--- src/hw/rtl/bam_pkg.sv ---
// Shared types, constants and helpers for the approximate bitap matcher.
// No dependencies; every other file of the block imports this package.
package bam_pkg;

	// Field widths of the channels.
	localparam int CMD_W = 2;
	localparam int POS_W = 5;
	localparam int CHAR_W = 8;
	localparam int LEN_W = 6;
	localparam int ERR_W = 3;
	localparam int CFG_IDX_W = 2;
	localparam int CFG_DATA_W = 6;

	// Size of the character mask table: one entry per 8-bit code.
	localparam int ALPHABET = 256;

	// Depth of the result queue in front of the output channel.
	localparam int OUT_DEPTH = 3;
	localparam int OUT_CNT_W = 2;
	localparam int OUT_PTR_W = 2;

	// Item commands.
	typedef enum logic [CMD_W-1:0] {
		CMD_CLEAR = 2'd0,
		CMD_LOAD  = 2'd1,
		CMD_TEXT  = 2'd2
	} cmd_t;

	// Configuration register indexes.
	localparam logic [CFG_IDX_W-1:0] REG_PATTERN_LENGTH = 2'd0;
	localparam logic [CFG_IDX_W-1:0] REG_ERROR_COUNT = 2'd1;

	// Item held in the lookup stage.
	typedef struct packed {
		logic              valid;
		logic [CMD_W-1:0]  cmd;
		logic              last;
		logic [POS_W-1:0]  position;
		logic [CHAR_W-1:0] addr;
	} op_t;

	// Upper-case ASCII letters a..z; every other code passes unchanged.
	function automatic logic [CHAR_W-1:0] fold_case(input logic [CHAR_W-1:0] c);
		logic [CHAR_W-1:0] r;
		r = c;
		if (c >= 8'h61 && c <= 8'h7A) begin
			r = c - 8'h20;
		end
		return r;
	endfunction

endpackage

--- src/hw/rtl/bam_ifs.sv ---


interface bam_out_if;
	logic valid;
	logic ready;
	logic matched;
	modport source(output valid, matched, input ready);
	modport sink(input valid, matched, output ready);
endinterface


--- src/hw/rtl/bam_out_fifo.sv ---
// Small result queue that drives the output channel from registers.
// Depends on bam_pkg and bam_out_if.
module bam_out_fifo (
	input  logic                          clk,
	input  logic                          arst_n,
	input  logic                          push,
	input  logic                          push_data,
	bam_out_if.source                     out_ch,
	output logic [bam_pkg::OUT_CNT_W-1:0] count
);
	import bam_pkg::*;

	logic                 data_q [OUT_DEPTH];
	logic [OUT_PTR_W-1:0] wr_ptr_q;
	logic [OUT_PTR_W-1:0] rd_ptr_q;
	logic [OUT_CNT_W-1:0] count_q;
	logic                 pop;

	assign pop = out_ch.valid && out_ch.ready;
	assign out_ch.valid = (count_q != '0);
	assign out_ch.matched = data_q[rd_ptr_q];
	assign count = count_q;

	// Storage.
	always_ff @(posedge clk) begin
		if (push) begin
			data_q[wr_ptr_q] <= push_data;
		end
	end

	// Pointers wrap at the queue depth.
	always_ff @(posedge clk or negedge arst_n) begin
		if (!arst_n) begin
			wr_ptr_q <= '0;
			rd_ptr_q <= '0;
			count_q <= '0;
		end else begin
			if (push) begin
				wr_ptr_q <= (wr_ptr_q == OUT_PTR_W'(OUT_DEPTH - 1)) ? '0 : wr_ptr_q + 1'b1;
			end
			if (pop) begin
				rd_ptr_q <= (rd_ptr_q == OUT_PTR_W'(OUT_DEPTH - 1)) ? '0 : rd_ptr_q + 1'b1;
			end
			if (push && !pop) begin
				count_q <= count_q + 1'b1;
			end else if (pop && !push) begin
				count_q <= count_q - 1'b1;
			end
		end
	end

	// Never push into a full queue.
	a_no_overflow: assert property (@(posedge clk) disable iff (!arst_n)
		push |-> (count_q < OUT_CNT_W'(OUT_DEPTH)) || pop)
		else $error("result queue overflow");

	// Fill level tracks pushes and pops.
	a_count: assert property (@(posedge clk) disable iff (!arst_n)
		(push && !pop) |=> count_q == $past(count_q) + 1'b1)
		else $error("result queue count mismatch");

	// Pointers stay inside the queue.
	a_ptr_range: assert property (@(posedge clk) disable iff (!arst_n)
		(rd_ptr_q < OUT_PTR_W'(OUT_DEPTH)) && (wr_ptr_q < OUT_PTR_W'(OUT_DEPTH)))
		else $error("result queue pointer out of range");

endmodule

--- src/flat_wrapper.sv ---
// flat-port wrapper written by rule: the top's interface ports become plain ports
module bam_out_fifo_flat import bam_pkg::*;
  (clk, arst_n, push, push_data, count, out_ch_valid, out_ch_matched, out_ch_ready);
  bam_out_if out_ch_i ();
  input  logic clk;
  input  logic arst_n;
  input  logic push;
  input  logic push_data;
  output logic [bam_pkg::OUT_CNT_W-1:0] count;
  output wire logic [$bits(out_ch_i.valid)-1:0] out_ch_valid;
  output wire logic [$bits(out_ch_i.matched)-1:0] out_ch_matched;
  input wire logic [$bits(out_ch_i.ready)-1:0] out_ch_ready;
  assign out_ch_valid = out_ch_i.valid;
  assign out_ch_matched = out_ch_i.matched;
  assign out_ch_i.ready = out_ch_ready;
  bam_out_fifo u_core (.clk(clk), .arst_n(arst_n), .push(push), .push_data(push_data), .out_ch(out_ch_i), .count(count));
endmodule
--- config.mk ---
export PLATFORM = sky130hd
export DESIGN_NAME = bam_out_fifo_flat
export DESIGN_NICKNAME = d
export VERILOG_FILES = /design/src/hw/rtl/bam_pkg.sv /design/src/hw/rtl/bam_ifs.sv /design/src/hw/rtl/bam_out_fifo.sv /design/src/flat_wrapper.sv
export SDC_FILE = /design/constraint.sdc
export NUM_CORES = 1
export LEC_CHECK = 0
export ABC_CLOCK_PERIOD_IN_PS = 3700
export BUFFER_PORTS_ARGS = -buffer_cell sky130_fd_sc_hd__buf_2
export CORE_AREA = 2 2 39 41
export CTS_CLUSTER_SIZE = 30
export DETAILED_ROUTE_END_ITERATION = 8
export DIE_AREA = 0 0 41 43
export HOLD_SLACK_MARGIN = 0.02
export PLACE_DENSITY = 0.54
export RECOVER_POWER = 25
export SYNTH_ARGS = -nofsm -noshare
export SYNTH_HDL_FRONTEND = slang
export SYNTH_SLANG_ARGS = --single-unit
--- constraint.sdc ---
create_clock -name clk -period 3.7 [get_ports clk]
set_input_delay 0.185 -clock clk [delete_from_list [all_inputs] [get_ports clk]]
set_output_delay 0.185 -clock clk [all_outputs]
set_load 0.02 [all_outputs]
* After elaboration in Yosys (flattened, before gate mapping)
Memory sizes are Yosys's and may differ from the RTL's.
Cells that the tools add are included.
W data, S select, Z words.
** Storage, ports and cells
- Flip-flop bits (word level) :: 6
- Latch bits :: 0
- Bits in writable memories :: 3
- Bits in read-only memories :: 0
- Input bits :: 5
- Output and inout bits :: 4
- Word-level logic and storage cells :: 23
- Memories :: 1
** Operators by class
- Add/subtract/negate cells :: 4
- Multiply operators :: 0
- Divide/modulo/power cells :: 0
- $lt $le $gt $ge :: 0
- Eq/ne operators :: 2
- Shifts and indexed selects :: 0
- Muxes and demuxes :: 6
- Bitwise gates (word level) :: 0
- Reduce and logical (&&, ||, !) cells :: 7
** Memory list
- u_core.data_q :: words 3, bits a word 1, read ports 1, clocked after Yosys merged registers in 0, write ports 1, RTL line bam_out_fifo.sv:13 : logic data_q [OUT_DEPTH];
** Operator list (number)
- $mux W2 :: 4
- $add A2 B1 Y2 const B :: 3
- $eq A2 B2 Y1 const B :: 2
- $reduce_bool A2 Y1 :: 2
- $logic_and A1 B1 Y1 :: 3
- $logic_not A1 Y1 :: 2
- $mux W1 :: 2
- $sub A2 B1 Y2 const B :: 1

* Depth between registers and ports, before layout
- Word-level depth :: 5
- Mapped depth :: 5
- Gate-level depth less buffers :: 5

* Least setup slack after synthesis
OpenSTA, ideal clock, no wires.
- Path kind :: reg-to-reg
- From :: reg u_core.count_q[0] (netlist: u_core.count[0])
- To :: reg u_core.count_q[1] (netlist: u_core.count[1])
- Setup time :: 0.133 ns
- Arrival :: 1.227 ns
- Required time :: 3.567 ns
- Path slack :: 2.340 ns
- Stages on the path, launching flop included :: 6
- Path buffers :: 0
- Clock period less this slack :: 1.360 ns
- Path through :: dfrtp_1 > o21ai_2 > ha_1 > xor2_1 > nor2_1 > xor2_1
** Between the ends
- Longest elaborated chain between the ends :: 5
- Elaborated cells between the ends (all ways) :: 10
- Classes of those cells :: 2 x add/sub; 2 x mux; 6 x reduce/logical
** Ends and longest elaborated chain
- from (decl) :: RTL line bam_out_fifo.sv:16 : logic [OUT_CNT_W-1:0] count_q;
- from (signal assigned) :: RTL line bam_out_fifo.sv:45 : count_q <= count_q + 1'b1;
- from (signal assigned) :: RTL line bam_out_fifo.sv:47 : count_q <= count_q - 1'b1;
- parallel branches: the longest is 5 deep, another holds $sub A2 B1 Y2
Several ways; the timed one is not identified. The select of a mux whose other input is x is not followed.
A chain may end at the register's enable or synchronous reset.

* Worst setup path in the final report
Same ends and word-level chain as after synthesis.

==> summary.md <==
| Metric | Value |
|---|---|
| Setup Skew | `roughly 0.0065 ns` |
| Final worst-path cycle share | `0.377` |
| Clock power share | `0.186` |
| CP Class | `register to register` |
| Pleak | `about 0.00023 uW` |
| CTS Buf Count | `3` |
| Final WL | `between 700 and 800 um` |
| Worst path required time | `roughly 3.8 ns` |
| Row count | `14` |
| Die extent in x | `~41 um` |
| Clock sink count | `9` |
| RR Startpoint | `u_core.count[0]` |
| Fin. Hold Viols | `0` |
| WL/cell | `~12 um` |
| Root Buffer | `clkbuf_4` |
| Area grow syn2layout | `23.9%` |
| Iteration-0 DRC Markers | `9` |
| CP startpoint | `u_core.count[0]` |
| Max cap viols | `0` |
| Initial core utilization | `0.284` |
| Min-delay src | `push_data` |
| P_int | `roughly 250 uW` |
| Mapped Nets | `37` |
| Port bufs | `8` |
| Fill cell count | `between 100 and 150` |
| Clk Latency, worst-skew pair | `~0.26 ns` |
| Synth Flop Type | `dfrtp_1` |
| Distinct cell type count after synthesis | `17` |
| Arrival time of the worst setup path | `1.54 ns` |
| Hold Path Sink | `u_core.data_q[1]` |
| # DRC | `0` |
| Synth cell count leaders | `dfrtp_1 (6), a21o_1 (3), edfxtp_1 (3), nand2_1 (3)` |
| Initial antenna violation count | `0` |
| Clock transition at the registers of the reported paths | `approximately 0.06 ns` |
| Worst Tran Pin Value | `0.361 ns` |
| Total setup buffers inserted after CTS | `0` |
| Largest net degree at the start of global routing | `7` |
| Post-Synth Adder-Cell Area | `0.0318` |
| Sw power | `153 uW` |
| RSZ-0062 raised after global routing | `false` |
| Vias | `~280` |
| Dominant combinational cell family by area after synthesis | `simple AND/OR/NAND/NOR gates` |
| Hold Slack | `around 0.16 ns` |
| Slew margin rel. | `0.759` |
| Most frequent cell after synthesis | `dfrtp_1` |
| P per Cell Area | `roughly 830 mW/mm^2` |
| Post-synthesis register bit count | `9` |
| Sequential power share | `0.455` |
| Antenna viol nets, final | `0` |
| Hold Path Cell Cnt | `1` |
| Core Footprint | `between 0.001 and 0.0015 mm^2` |
| Syn_area_per_cell | `~13 um^2` |
| Synth Area in Simple Gates | `0.150` |
| Syn Inst Count | `31` |
| First drt pass iteration count | `3` |
| Min cycle time layout | `around 1.4 ns` |
| Critical Path Fanout Max | `5` |
| Final Wtd Congestion | `roughly 0.76` |
| Peak VDD IR | `between 0.3 and 0.4 mV` |
| R2R cell count | `5` |
| Hold WC Path Type | `input port to register` |
| CTS tree | `yes` |
| Mapped cell area | `between 300 and 400 um^2` |
| Register area share after synthesis | `0.611` |
| Mux share of post-synthesis cell area | `0.0255` |
| Critical path launch point type | `register` |
| R2r endpoint | `u_core.count[1]` |
| Global route total overflow | `0` |
| Yosys Warn Count | `0` |
| XOR/XNOR Fraction of Synth Area | `0.0669` |
| Post-synthesis compound-gate area fraction | `0.105` |
| Final setup TNS | `0 ns` |
| Crit. End Element | `register` |
| Yosys top cell area share | `0.382` |
| # nets final | `51` |
| H-tree depth | `1` |
| DR vias/cell | `4.65` |
| Leading area contributor after synthesis | `dfrtp_1` |
| First-pass GRT wire length | `1140 um` |
| Peak Freq | `between 700 and 800 MHz` |
| Slew Limit Fails | `0` |
| Clock Path Buffers | `2` |
| Combinational group share of total power | `0.359` |
| Status | `complete, no violations` |
| Die area | `approximately 0.0018 mm^2` |
| Setup violations, final | `0` |
| IO Count | `9` |
| # diodes | `0` |
| R2R Setup Slk | `~2.3 ns` |
| Ys async rst share | `0.667` |
| Layout cells sized above 1 | `0.273` |
| Number of global-route vias before repair | `292` |
| Post-synth EDFFs | `3` |
| Sw Share | `0.382` |
| Die extent in y | `roughly 43 um` |
| Synth top area cells | `dfrtp_1 (38%), edfxtp_1 (23%), a21o_1 (5.7%), xor2_1 (4.5%), ha_1 (3.2%)` |
| GRT Total Usage | `0.104` |
stage by stage:
stage               utilization  instances  worst slack, ns  power [uW]  cell area, um^2
CTS                       0.354         60             2.28         412              489
finish                    0.352         60             2.31         402              487
global route              0.352         60             2.16         431              487
global placement          0.327         55             2.38         319              453
detailed placement        0.327         55             2.30         332              453
floorplan                     -         31             2.34         283              393
final cells by class:
type,instances,area [um^2],share of cell area
flip-flops and latches,9,240,0.494
multi-input cells,21,149,0.306
repair buffers,9,47.5,0.0977
clock buffers,4,26.3,0.0540
well taps,16,20.0,0.0411
inverters,1,3.75,0.00771
how the worst max path moves through the flow:
stage	cells after the start	endpoint	slack (ns)
finish	5	u_core.count[1]	2.31
global route	5	u_core.count[1]	2.16
CTS	5	u_core.count[1]	2.28
detailed placement	5	u_core.count[1]	2.30
global placement	5	u_core.count[1]	2.38
floorplan	5	u_core.count[1]	2.34
power by group through the flow:
stage | Combinational (uW) | Sequential [uW] | Clock [uW]
after CTS | 148 | 184 | 79.7
after global placement | 139 | 180 | 0
after global routing | 158 | 189 | 83.4
after floorplan | 92.1 | 191 | 0
after detailed placement | 146 | 186 | 0
final | 144 | 183 | 74.6
state kept, by name, summed over array words and instances, names as in the netlist:
signal,cells
u_core.count,2
u_core.wr_ptr_q,2
u_core.rd_ptr_q,2
u_core.data_q,3
worst max-delay path, cell delays in order (launching register included):
cell and delay, ns:
dfrtp_1 0.44, o21ai_2 0.25, ha_1 0.20, xor2_1 0.17, nor2_1 0.07, xor2_1 0.14
logic make-up after synthesis:
family	count (synthesis)
AND/OR/NAND/NOR	10
flip-flops	9
AO/OA/AOI/OAI	6
XOR/XNOR	3
buffers and inverters	1
multiplexers	1
adder cells (fa/ha/maj)	1
layer usage:
| metal | track usage | wire length (um) | part of all wire | up-vias |
|---|---|---|---|---|
| li1 | - | - | - | 134 |
| met1 | 0.104 | 282 | 0.40 | 139 |
| met2 | 0.156 | 391 | 0.55 | 4 |
| met3 | 0.0471 | 23 | 0.033 | 2 |
| met4 | 0.0800 | 7 | 0.0099 | 0 |
| met5 | 0 | 0 | 0 | - |
placed cells by master, fill, tap and decap left out, drive strengths merged:
cell         n
a21o         3
inv          1
buf          6
nand2b       1
xnor2        1
dfrtp        6
edfxtp       3
nor2         2
mux2i        1
clkbuf       6
nor3         2
xor2         2
nand2        3
nor3b        1
dlygate4sd3  1
ha           1
or2          1
o21ai        3
what timing repair did:
action,in CTS,in global routing
hold buffers,1,0
gates resized for setup,0,0
endpoints found under the hold margin,6,0
Power figures use the tool's default switching activity.
